$ cat src/design/aprc_pkg.sv
// Shared types and constants of the averaged proportional controller.
package aprc_pkg;

    localparam int CODE_W    = 12;
    localparam int DRIVE_W   = 8;
    localparam int ERR_W     = 13;
    localparam int CFG_IDX_W = 2;
    localparam int DEN_W     = 13;
    localparam int DRV_NUM_W = 21;

    localparam int CODE_FULL  = 4095;
    localparam int DRIVE_FULL = 255;
    localparam int DRV_MUL    = 510;
    localparam int DRV_DIV    = 8190;
    localparam int REF_RESET  = 3723;

    // Division by 8190 as a multiply by ceil(2^34 / 8190) and a shift by 34.
    // It is exact for every numerator below 2^21.
    localparam int DRV_RECIP   = 2097665;
    localparam int DRV_RECIP_W = 22;
    localparam int DRV_SHIFT   = 34;
    localparam int DRV_PROD_W  = DRV_NUM_W + DRV_RECIP_W;
    localparam int DRV_QUO_W   = DRV_PROD_W - DRV_SHIFT;

    typedef enum logic [CFG_IDX_W-1:0] {
        REG_REF    = 2'd0,
        REG_BIAS   = 2'd1,
        REG_ENABLE = 2'd2
    } cfg_reg_t;

    typedef enum logic [2:0] {
        ST_IDLE,
        ST_READ,
        ST_AVG_GO,
        ST_AVG_WAIT,
        ST_CTRL,
        ST_DRV_GO,
        ST_DRV_WAIT,
        ST_OUT
    } ctrl_state_t;

    typedef struct packed {
        logic busy;
        logic done;
    } div_status_t;

endpackage

$ cat src/design/averaged_proportional_controller.sv
// Top level of the averaged proportional controller.
//
// The s_ channel takes one 12-bit converter sample per request (s_tdata[11:0]).
// Each sample enters a ring of WINDOW entries with a running sum; the average
// is the sum over the samples held so far, rounded half up. When loop_enable
// is set, error = ref_level - average and drive = bias_level + error, clamped
// to 0..4095, is scaled to an 8-bit code that is held; otherwise the held code
// is shown and error, saturated and updated read zero.
// The m_ channel returns one result per sample. The cfg_ channel writes the
// registers (index 0 ref_level, 1 bias_level, 2 loop_enable) in any cycle.
// Each sample passes through the read, divide, control and, with the loop
// enabled, drive states before the result register loads; a new sample is
// accepted in the cycle after it loads. The average comes from a divider that
// resolves one quotient bit per cycle over NUM_W bits (18 at the default
// window); the output scaling is a reciprocal multiply on a registered numerator.
// Reset restores the register defaults and empties the ring; no clearing pass
// runs. When the receiver stalls, a finished result waits in the output
// register while the next sample is already taken and worked on.
module averaged_proportional_controller #(
    parameter int WINDOW = 10
) (
    input  logic                           aclk,
    input  logic                           aresetn,
    input  logic                           s_tvalid,
    output logic                           s_tready,
    input  logic [15:0]                    s_tdata,   // [11:0] sample
    output logic                           m_tvalid,
    input  logic                           m_tready,
    // [11:0] average, [24:12] error_value, [32:25] drive_code, rest zero
    output logic [39:0]                    m_tdata,
    output logic [1:0]                     m_tuser,   // [0] saturated, [1] updated
    input  logic                           cfg_valid,
    output logic                           cfg_ready,
    input  logic [aprc_pkg::CFG_IDX_W-1:0] cfg_index,
    input  logic [aprc_pkg::CODE_W-1:0]    cfg_data
);
    import aprc_pkg::*;

    localparam int POS_W     = (WINDOW > 1) ? $clog2(WINDOW) : 1;
    localparam int SUM_W     = $clog2(WINDOW * CODE_FULL + 1);
    localparam int AVG_NUM_W = SUM_W + 2;
    localparam int NUM_W     = AVG_NUM_W;

    ctrl_state_t state_reg, state_next;

    logic [CODE_W-1:0]        ref_reg;
    logic [CODE_W-1:0]        bias_reg;
    logic                     en_reg;

    logic [CODE_W-1:0]        sample_reg;
    logic [POS_W-1:0]         pos_reg;
    logic [SUM_W-1:0]         sum_reg;
    logic                     full_reg;
    logic [DRIVE_W-1:0]       held_reg;
    logic [CODE_W-1:0]        avg_reg;
    logic signed [ERR_W-1:0]  err_reg;
    logic [CODE_W-1:0]        drive_reg;
    logic                     sat_reg;
    logic                     upd_reg;
    logic [DRV_NUM_W-1:0]     drv_num_reg;

    logic                     m_tvalid_reg;
    logic [CODE_W-1:0]        out_avg_reg;
    logic [ERR_W-1:0]         out_err_reg;
    logic [DRIVE_W-1:0]       out_drv_reg;
    logic                     out_sat_reg;
    logic                     out_upd_reg;

    logic                     ring_rd_en;
    logic                     ring_wr_en;
    logic [CODE_W-1:0]        ring_rd_data;
    logic                     div_start;
    logic                     out_load;
    div_status_t              div_st;
    logic [NUM_W-1:0]         div_num;
    logic [DEN_W-1:0]         div_den;
    logic [NUM_W-1:0]         div_quo;

    logic [CODE_W-1:0]        old_val;
    logic [SUM_W-1:0]         sum_upd;
    logic                     pos_last;
    logic [DEN_W-1:0]         den_cnt;
    logic [NUM_W-1:0]         avg_num;
    logic [DEN_W-1:0]         avg_den;
    logic [DRV_NUM_W-1:0]     drv_num;
    logic [DRV_PROD_W-1:0]    drv_prod;
    logic [DRV_QUO_W-1:0]     drv_quo;
    logic signed [ERR_W-1:0]  err_calc;
    logic signed [ERR_W:0]    drive_sum;
    logic [CODE_W-1:0]        drive_clamp;
    logic                     sat_calc;

    // Configuration registers.
    assign cfg_ready = 1'b1;

    always_ff @(posedge aclk) begin
        if (!aresetn) begin
            ref_reg  <= CODE_W'(REF_RESET);
            bias_reg <= '0;
            en_reg   <= 1'b0;
        end else if (cfg_valid && cfg_ready) begin
            if (cfg_index == REG_REF) begin
                ref_reg <= cfg_data;
            end
            if (cfg_index == REG_BIAS) begin
                bias_reg <= cfg_data;
            end
            if (cfg_index == REG_ENABLE) begin
                en_reg <= cfg_data[0];
            end
        end
    end

    aprc_ring #(
        .DEPTH (WINDOW),
        .AW    (POS_W)
    ) u_ring (
        .aclk    (aclk),
        .rd_en   (ring_rd_en),
        .rd_addr (pos_reg),
        .rd_data (ring_rd_data),
        .wr_en   (ring_wr_en),
        .wr_addr (pos_reg),
        .wr_data (sample_reg)
    );

    aprc_div #(
        .NUM_W (NUM_W),
        .DEN_W (DEN_W)
    ) u_div (
        .aclk     (aclk),
        .aresetn  (aresetn),
        .start    (div_start),
        .num      (div_num),
        .den      (div_den),
        .quotient (div_quo),
        .status   (div_st)
    );

    // Running sum update: the oldest entry leaves only once the ring is full.
    assign old_val  = full_reg ? ring_rd_data : '0;
    assign sum_upd  = sum_reg - SUM_W'(old_val) + SUM_W'(sample_reg);
    assign pos_last = (pos_reg == POS_W'(WINDOW - 1));

    // Round half up: (2*sum + n) / (2*n).
    assign den_cnt  = full_reg ? DEN_W'(WINDOW) : DEN_W'(pos_reg);
    assign avg_num  = NUM_W'({sum_reg, 1'b0}) + NUM_W'(den_cnt);
    assign avg_den  = {den_cnt[DEN_W-2:0], 1'b0};
    assign drv_num  = DRV_NUM_W'(drive_reg) * DRV_NUM_W'(DRV_MUL) + DRV_NUM_W'(CODE_FULL);
    assign drv_prod = DRV_PROD_W'(drv_num_reg) * DRV_PROD_W'(DRV_RECIP);
    assign drv_quo  = drv_prod[DRV_PROD_W-1:DRV_SHIFT];

    assign div_num  = avg_num;
    assign div_den  = avg_den;

    assign err_calc  = $signed({1'b0, ref_reg}) - $signed({1'b0, avg_reg});
    assign drive_sum = $signed({2'b00, bias_reg}) + $signed({err_calc[ERR_W-1], err_calc});

    always_comb begin
        sat_calc    = 1'b0;
        drive_clamp = drive_sum[CODE_W-1:0];
        if (drive_sum < 0) begin
            drive_clamp = '0;
            sat_calc    = 1'b1;
        end else if (drive_sum > $signed((ERR_W + 1)'(CODE_FULL))) begin
            drive_clamp = CODE_W'(CODE_FULL);
            sat_calc    = 1'b1;
        end
    end

    // Next state.
    always_comb begin
        state_next = state_reg;
        case (state_reg)
            ST_IDLE: begin
                if (s_tvalid) begin
                    state_next = ST_READ;
                end
            end
            ST_READ:     state_next = ST_AVG_GO;
            ST_AVG_GO:   state_next = ST_AVG_WAIT;
            ST_AVG_WAIT: begin
                if (div_st.done) begin
                    state_next = ST_CTRL;
                end
            end
            ST_CTRL:     state_next = en_reg ? ST_DRV_GO : ST_OUT;
            ST_DRV_GO:   state_next = ST_DRV_WAIT;
            ST_DRV_WAIT: state_next = ST_OUT;
            ST_OUT: begin
                if (!m_tvalid_reg || m_tready) begin
                    state_next = ST_IDLE;
                end
            end
            default:     state_next = ST_IDLE;
        endcase
    end

    // State outputs.
    always_comb begin
        s_tready   = 1'b0;
        ring_rd_en = 1'b0;
        ring_wr_en = 1'b0;
        div_start  = 1'b0;
        out_load   = 1'b0;
        case (state_reg)
            ST_IDLE: begin
                s_tready   = 1'b1;
                ring_rd_en = s_tvalid;
            end
            ST_READ:   ring_wr_en = 1'b1;
            ST_AVG_GO: div_start  = 1'b1;
            ST_OUT:    out_load   = !m_tvalid_reg || m_tready;
            default: begin
                s_tready = 1'b0;
            end
        endcase
    end

    always_ff @(posedge aclk) begin
        if (!aresetn) begin
            state_reg <= ST_IDLE;
        end else begin
            state_reg <= state_next;
        end
    end

    // Controller state.
    always_ff @(posedge aclk) begin
        if (!aresetn) begin
            pos_reg  <= '0;
            sum_reg  <= '0;
            full_reg <= 1'b0;
            held_reg <= '0;
        end else begin
            if (ring_wr_en) begin
                sum_reg <= sum_upd;
                if (pos_last) begin
                    pos_reg  <= '0;
                    full_reg <= 1'b1;
                end else begin
                    pos_reg <= pos_reg + POS_W'(1);
                end
            end
            if (state_reg == ST_DRV_WAIT) begin
                held_reg <= (drv_quo > DRV_QUO_W'(DRIVE_FULL)) ? DRIVE_W'(DRIVE_FULL)
                                                              : drv_quo[DRIVE_W-1:0];
            end
        end
    end

    // Per-item working values.
    always_ff @(posedge aclk) begin
        if (s_tvalid && s_tready) begin
            sample_reg <= s_tdata[CODE_W-1:0];
        end
        if (state_reg == ST_AVG_WAIT && div_st.done) begin
            avg_reg <= (div_quo > NUM_W'(CODE_FULL)) ? CODE_W'(CODE_FULL)
                                                     : div_quo[CODE_W-1:0];
        end
        if (state_reg == ST_CTRL) begin
            err_reg   <= en_reg ? err_calc : '0;
            sat_reg   <= en_reg ? sat_calc : 1'b0;
            upd_reg   <= en_reg;
            drive_reg <= drive_clamp;
        end
        if (state_reg == ST_DRV_GO) begin
            drv_num_reg <= drv_num;
        end
    end

    // Output register.
    always_ff @(posedge aclk) begin
        if (!aresetn) begin
            m_tvalid_reg <= 1'b0;
        end else if (out_load) begin
            m_tvalid_reg <= 1'b1;
        end else if (m_tready) begin
            m_tvalid_reg <= 1'b0;
        end
    end

    always_ff @(posedge aclk) begin
        if (out_load) begin
            out_avg_reg <= avg_reg;
            out_err_reg <= err_reg;
            out_drv_reg <= held_reg;
            out_sat_reg <= sat_reg;
            out_upd_reg <= upd_reg;
        end
    end

    assign m_tvalid = m_tvalid_reg;
    assign m_tdata  = {7'd0, out_drv_reg, out_err_reg, out_avg_reg};
    assign m_tuser  = {out_upd_reg, out_sat_reg};

endmodule

$ cat src/design/aprc_ring.sv
// Sample ring memory with one write port and one registered read port.
module aprc_ring #(
    parameter int DEPTH = 10,
    parameter int AW    = 4
) (
    input  logic                        aclk,
    input  logic                        rd_en,
    input  logic [AW-1:0]               rd_addr,
    output logic [aprc_pkg::CODE_W-1:0] rd_data,
    input  logic                        wr_en,
    input  logic [AW-1:0]               wr_addr,
    input  logic [aprc_pkg::CODE_W-1:0] wr_data
);
    import aprc_pkg::*;

    logic [CODE_W-1:0] mem [DEPTH];

    always_ff @(posedge aclk) begin
        if (wr_en) begin
            mem[wr_addr] <= wr_data;
        end
        if (rd_en) begin
            rd_data <= mem[rd_addr];
        end
    end

endmodule

$ cat src/design/aprc_div.sv
// Restoring divider that resolves one quotient bit per cycle.
module aprc_div #(
    parameter int NUM_W = 21,
    parameter int DEN_W = 13
) (
    input  logic                  aclk,
    input  logic                  aresetn,
    input  logic                  start,
    input  logic [NUM_W-1:0]      num,
    input  logic [DEN_W-1:0]      den,
    output logic [NUM_W-1:0]      quotient,
    output aprc_pkg::div_status_t status
);
    import aprc_pkg::*;

    localparam int CNT_W = $clog2(NUM_W + 1);

    logic [NUM_W-1:0] quo_reg;
    logic [DEN_W-1:0] rem_reg;
    logic [DEN_W-1:0] den_reg;
    logic [CNT_W-1:0] cnt_reg;
    logic             busy_reg;
    logic             done_reg;

    logic [DEN_W:0]   trial;
    logic [DEN_W:0]   diff;
    logic             ge;

    // Shift the next numerator bit into the partial remainder and try the subtract.
    assign trial = {rem_reg, quo_reg[NUM_W-1]};
    assign diff  = trial - {1'b0, den_reg};
    assign ge    = (trial >= {1'b0, den_reg});

    always_ff @(posedge aclk) begin
        if (!aresetn) begin
            busy_reg <= 1'b0;
            done_reg <= 1'b0;
            cnt_reg  <= '0;
        end else begin
            done_reg <= 1'b0;
            if (start) begin
                quo_reg  <= num;
                rem_reg  <= '0;
                den_reg  <= den;
                cnt_reg  <= CNT_W'(NUM_W);
                busy_reg <= 1'b1;
            end else if (busy_reg) begin
                quo_reg <= {quo_reg[NUM_W-2:0], ge};
                rem_reg <= ge ? diff[DEN_W-1:0] : trial[DEN_W-1:0];
                cnt_reg <= cnt_reg - CNT_W'(1);
                if (cnt_reg == CNT_W'(1)) begin
                    busy_reg <= 1'b0;
                    done_reg <= 1'b1;
                end
            end
        end
    end

    assign quotient    = quo_reg;
    assign status.busy = busy_reg;
    assign status.done = done_reg;

endmodule

$ cat config.mk
export PLATFORM = sky130hd
export DESIGN_NAME = averaged_proportional_controller
export DESIGN_NICKNAME = d
export VERILOG_FILES = /design/src/design/aprc_pkg.sv /design/src/design/averaged_proportional_controller.sv /design/src/design/aprc_ring.sv /design/src/design/aprc_div.sv
export SDC_FILE = /design/constraint.sdc
export NUM_CORES = 1
export LEC_CHECK = 0
export ABC_AREA = 0
export BUFFER_PORTS_ARGS = -buffer_cell sky130_fd_sc_hd__buf_2
export CORE_UTILIZATION = 60
export CTS_CLUSTER_DIAMETER = 200
export DETAILED_ROUTE_END_ITERATION = 10
export GPL_TIMING_DRIVEN = 0
export HOLD_SLACK_MARGIN = 0.12
export PLACE_DENSITY = 0.89
export SYNTH_ARGS = -nofsm -noshare
export SYNTH_HDL_FRONTEND = slang
export SYNTH_SLANG_ARGS = --single-unit
$ cat constraint.sdc
create_clock -name aclk -period 16.3 [get_ports aclk]
set_clock_uncertainty 0.1 [all_clocks]
set_input_delay 3.26 -clock aclk [delete_from_list [all_inputs] [get_ports aclk]]
set_output_delay 3.26 -clock aclk [all_outputs]
set_load 0.005 [all_outputs]
==> key figures <==
Clock network
  • Worst-path clk slew: 0.07 ns
  • Clock tree sinks: 338
  • CTS tree: done
  • Total CTS buffers: 36
  • H-tree depth: 2
  • Clk buf depth: 3
  • Clk Latency, worst-skew pair: ~0.54 ns
  • Clock root cell: clkbuf_16
  • Cts hold-fix bufs: 0
  • # resized after CTS: 0
  • Post-CTS setup buffers: 0

Timing
  • Peak Freq: 0.171 GHz
  • Hold Vio Cnt, Final: 0
  • Slew Limit Fails: 0
  • Post-Route Hold Slack: 0.319 ns
  • Relative slew slack: 0.127
  • Fin Setup TNS: 0 ns
  • Worst-Margin Slew: around 1.3 ns
  • Minimum clock period: 5.85 ns
  • PnR worst setup slack: ~10 ns
  • RSZ-0062 raised after global routing: false
  • Final setup viols: 0
  • Ratio of final minimum period to clock period: 0.359

Drt
  • Post-route ant nets: 0
  • Drt pass-1 iters: 7
  • Initial DRC Count: about 1100
  • DRT Wirelength: around 40000 µm
  • Per-cell routed wire length: roughly 19 µm
  • Vias per inst: approximately 5.9
  • DR DRC count: 0
  • DR vias: between 10000 and 15000

Global route
  • GRT overflow: 0
  • Largest net degree at the start of global routing: 37
  • Vias in the first global route: 12900
  • Initial antenna violation count: 1
  • Overall Global Routing Usage: 0.252
  • First-pass GRT wire length: 64900 µm

Hold path
  • Worst hold path class: register to register
  • Hold Startpoint: err_reg[2]

Logic synthesis
  • Ranking of synthesized cells by area: edfxtp_1 (43%), ha_1 (12%), fa_1 (6.9%)
  • Sequential area share after synthesis: 0.495
  • Compound-cell area share of the yosys netlist: 0.0825
  • Syn Inst Count: between 1500 and 2000
  • Synth Area in XOR/XNOR: 0.0406
  • Cell variety after synth: 74
  • Post-synthesis mux area share: 0.0438
  • Synth area leader: edfxtp_1
  • Post-synth EDFFs: 273
  • Post-Synth Adder-Cell Area: 0.184
  • #FFs+latches synth: 338
  • Synth Flop Type: edfxtp_1
  • Asr flop ratio synth: 0
  • Synth Area in Simple Gates: 0.106
  • Yosys top cell area share: 0.427
  • Avg Cell Area, Syn: roughly 12 µm²
  • Yosys warns: 0
  • Most numerous cell in the Yosys netlist: edfxtp_1
  • Top cells by count, synth: edfxtp_1 (273), inv_1 (179), ha_1 (177)
  • Largest family of logic cells by synthesized area: adder cells
  • Area of the mapped netlist: between 15000 and 20000 µm²

Critical path
  • Crit Path Category: register to register
  • Reg-to-Reg Start: drive_reg[3]
  • CP delay by family, top: adder cells
  • Worst EP required: between 15 and 20 ns
  • Max Fanout on Critical Path: 5
  • CP max-delay cell: fa_1
  • CP arrival: around 6.0 ns
  • Crit path from: drive_reg[3]
  • Critical path buffers and inverters: 4
  • Setup crit start kind: register
  • Worst-path cell chain: inv_1 -> fa_1 -> inv_1 -> fa_1 -> fa_1 -> inv_1 -> fa_1 -> inv_1 -> ha_1 -> or3_1 -> or2_2 -> o21bai_1 -> o21bai_1 -> xor2_1 -> nand4_1 -> nor4_1 -> xnor2_1
  • CP max stage delay: approximately 0.63 ns
  • R2R setup slack: approximately 10 ns
  • CP Capture Type: register

Floorplanning
  • Initial Utilization: 0.609
  • Die Y: ~180 µm
  • Core Area: approximately 32000 µm²
  • Cell Rows: 65
  • Die X: between 150 and 200 µm
  • Die ar.: roughly 33000 µm²
  • I/O Pins: 80

Layout
  • Filler cells: approximately 2100
  • Fin util: 0.681
  • Synthesis-to-layout area growth: 11.8%
  • Area occupied by multi-input gates: around 9000 µm²
  • Post-layout nets: about 2000
  • Max FFs per register: 120
  • Register Area: 9500 µm²
  • Share of post-route cells with drive strength above 1: 0.125
  • # diodes: 0

Pwr
  • Power Dens Cells: 100 nW/µm²
  • Leak Pwr: about 0.0088 µW
  • VDD IR max: about 0.11 mV

Placement
  • IO Port Bufs: 66
  • DPL Wire Length: between 20000 and 30000 µm
  • Place WS: 10.33 ns
  • Final GP Congestion: approximately 0.91

Run status
  • Status: finished, final reports clean

Run
  • MaxCap Viol Count: 0
==> cells in the final DEF (no fill, tap or decap), types with 7 or more instances in the layout <==
| cell type | instances |
|---|---|
| nand2_1 | 118 |
| nand2b_1 | 11 |
| buf_4 | 12 |
| edfxtp_1 | 273 |
| inv_1 | 179 |
| or3_1 | 8 |
| fa_1 | 66 |
| o21a_1 | 23 |
| mux2i_1 | 30 |
| o21ai_0 | 51 |
| buf_6 | 7 |
| nor2b_1 | 24 |
| nor3_1 | 21 |
| a211oi_1 | 21 |
| buf_2 | 70 |
| or2_2 | 19 |
| clkbuf_1 | 44 |
| a21o_1 | 12 |
| conb_1 | 8 |
| nor2_1 | 95 |
| a21oi_1 | 69 |
| nor4_1 | 10 |
| ha_1 | 177 |
| dfxtp_1 | 65 |
| o211ai_1 | 11 |
| mux4_2 | 24 |
| clkbuf_16 | 38 |
| xor2_1 | 26 |
| nand3_1 | 27 |
| and2_1 | 29 |
| xnor2_1 | 63 |
==> worst reg2reg max path, cell delays in order (launching register included) <==
cell	delay, ns
edfxtp_1	0.46
inv_1	0.13
fa_1	0.63
inv_1	0.09
fa_1	0.52
fa_1	0.55
inv_1	0.06
fa_1	0.53
inv_1	0.04
ha_1	0.24
or3_1	0.40
or2_2	0.30
o21bai_1	0.21
o21bai_1	0.11
xor2_1	0.28
nand4_1	0.28
nor4_1	0.45
xnor2_1	0.19
==> layer usage <==
layer	global-route usage	wire length [µm]
met5	0	11
met4	0.0920	1220
met3	0.0413	2960
met2	0.433	19800
met1	0.324	16000
==> final timing paths <==
kind	to	cells after the start
worst max-delay path	drv_num_reg[20]	17
worst min register to register	out_err_reg[2]	0
worst max register to register	drv_num_reg[20]	17
worst min-delay path	out_err_reg[2]	0
==> metrics by stage <==
step / area (µm²) / cells / total power [µW]
2_1_floorplan: 19200 / 1617 / 1230
3_3_place_gp: 20100 / 2085 / 1290
3_5_place_dp: 20200 / 2095 / 1310
4_1_cts: 21500 / 2161 / 2160
5_1_grt: 21500 / 2161 / 2230
6_report: 21500 / 2161 / 2150
==> area by class of cell <==
type	count	share of cell area
Tap cell	402	0.0234
Sequential cell	338	0.442
Inverter	179	0.0313
Clock buffer	48	0.0474
Clock inverter	18	0.0103
Multi-Input combinational cell	1046	0.413
Buffer	54	0.0114
Timing Repair Buffer	76	0.0210
==> power by group <==
group          internal, µW  leakage [µW]  switching (µW)  total (µW)
sequential              969       0.00307            25.5         995
combinational           129       0.00508             176         305
clock                   509      0.000600             341         849
total                  1610       0.00875             542        2150
==> logic make-up after synthesis <==
kind of cell / count (synthesis)
XOR/XNOR: 89
other: 2
adder cells (fa/ha/maj): 243
flip-flops: 338
buffers and inverters: 233
multiplexers: 54
AND/OR/NAND/NOR: 411
AO/OA/AOI/OAI: 241
Power figures use the tool's default switching activity.
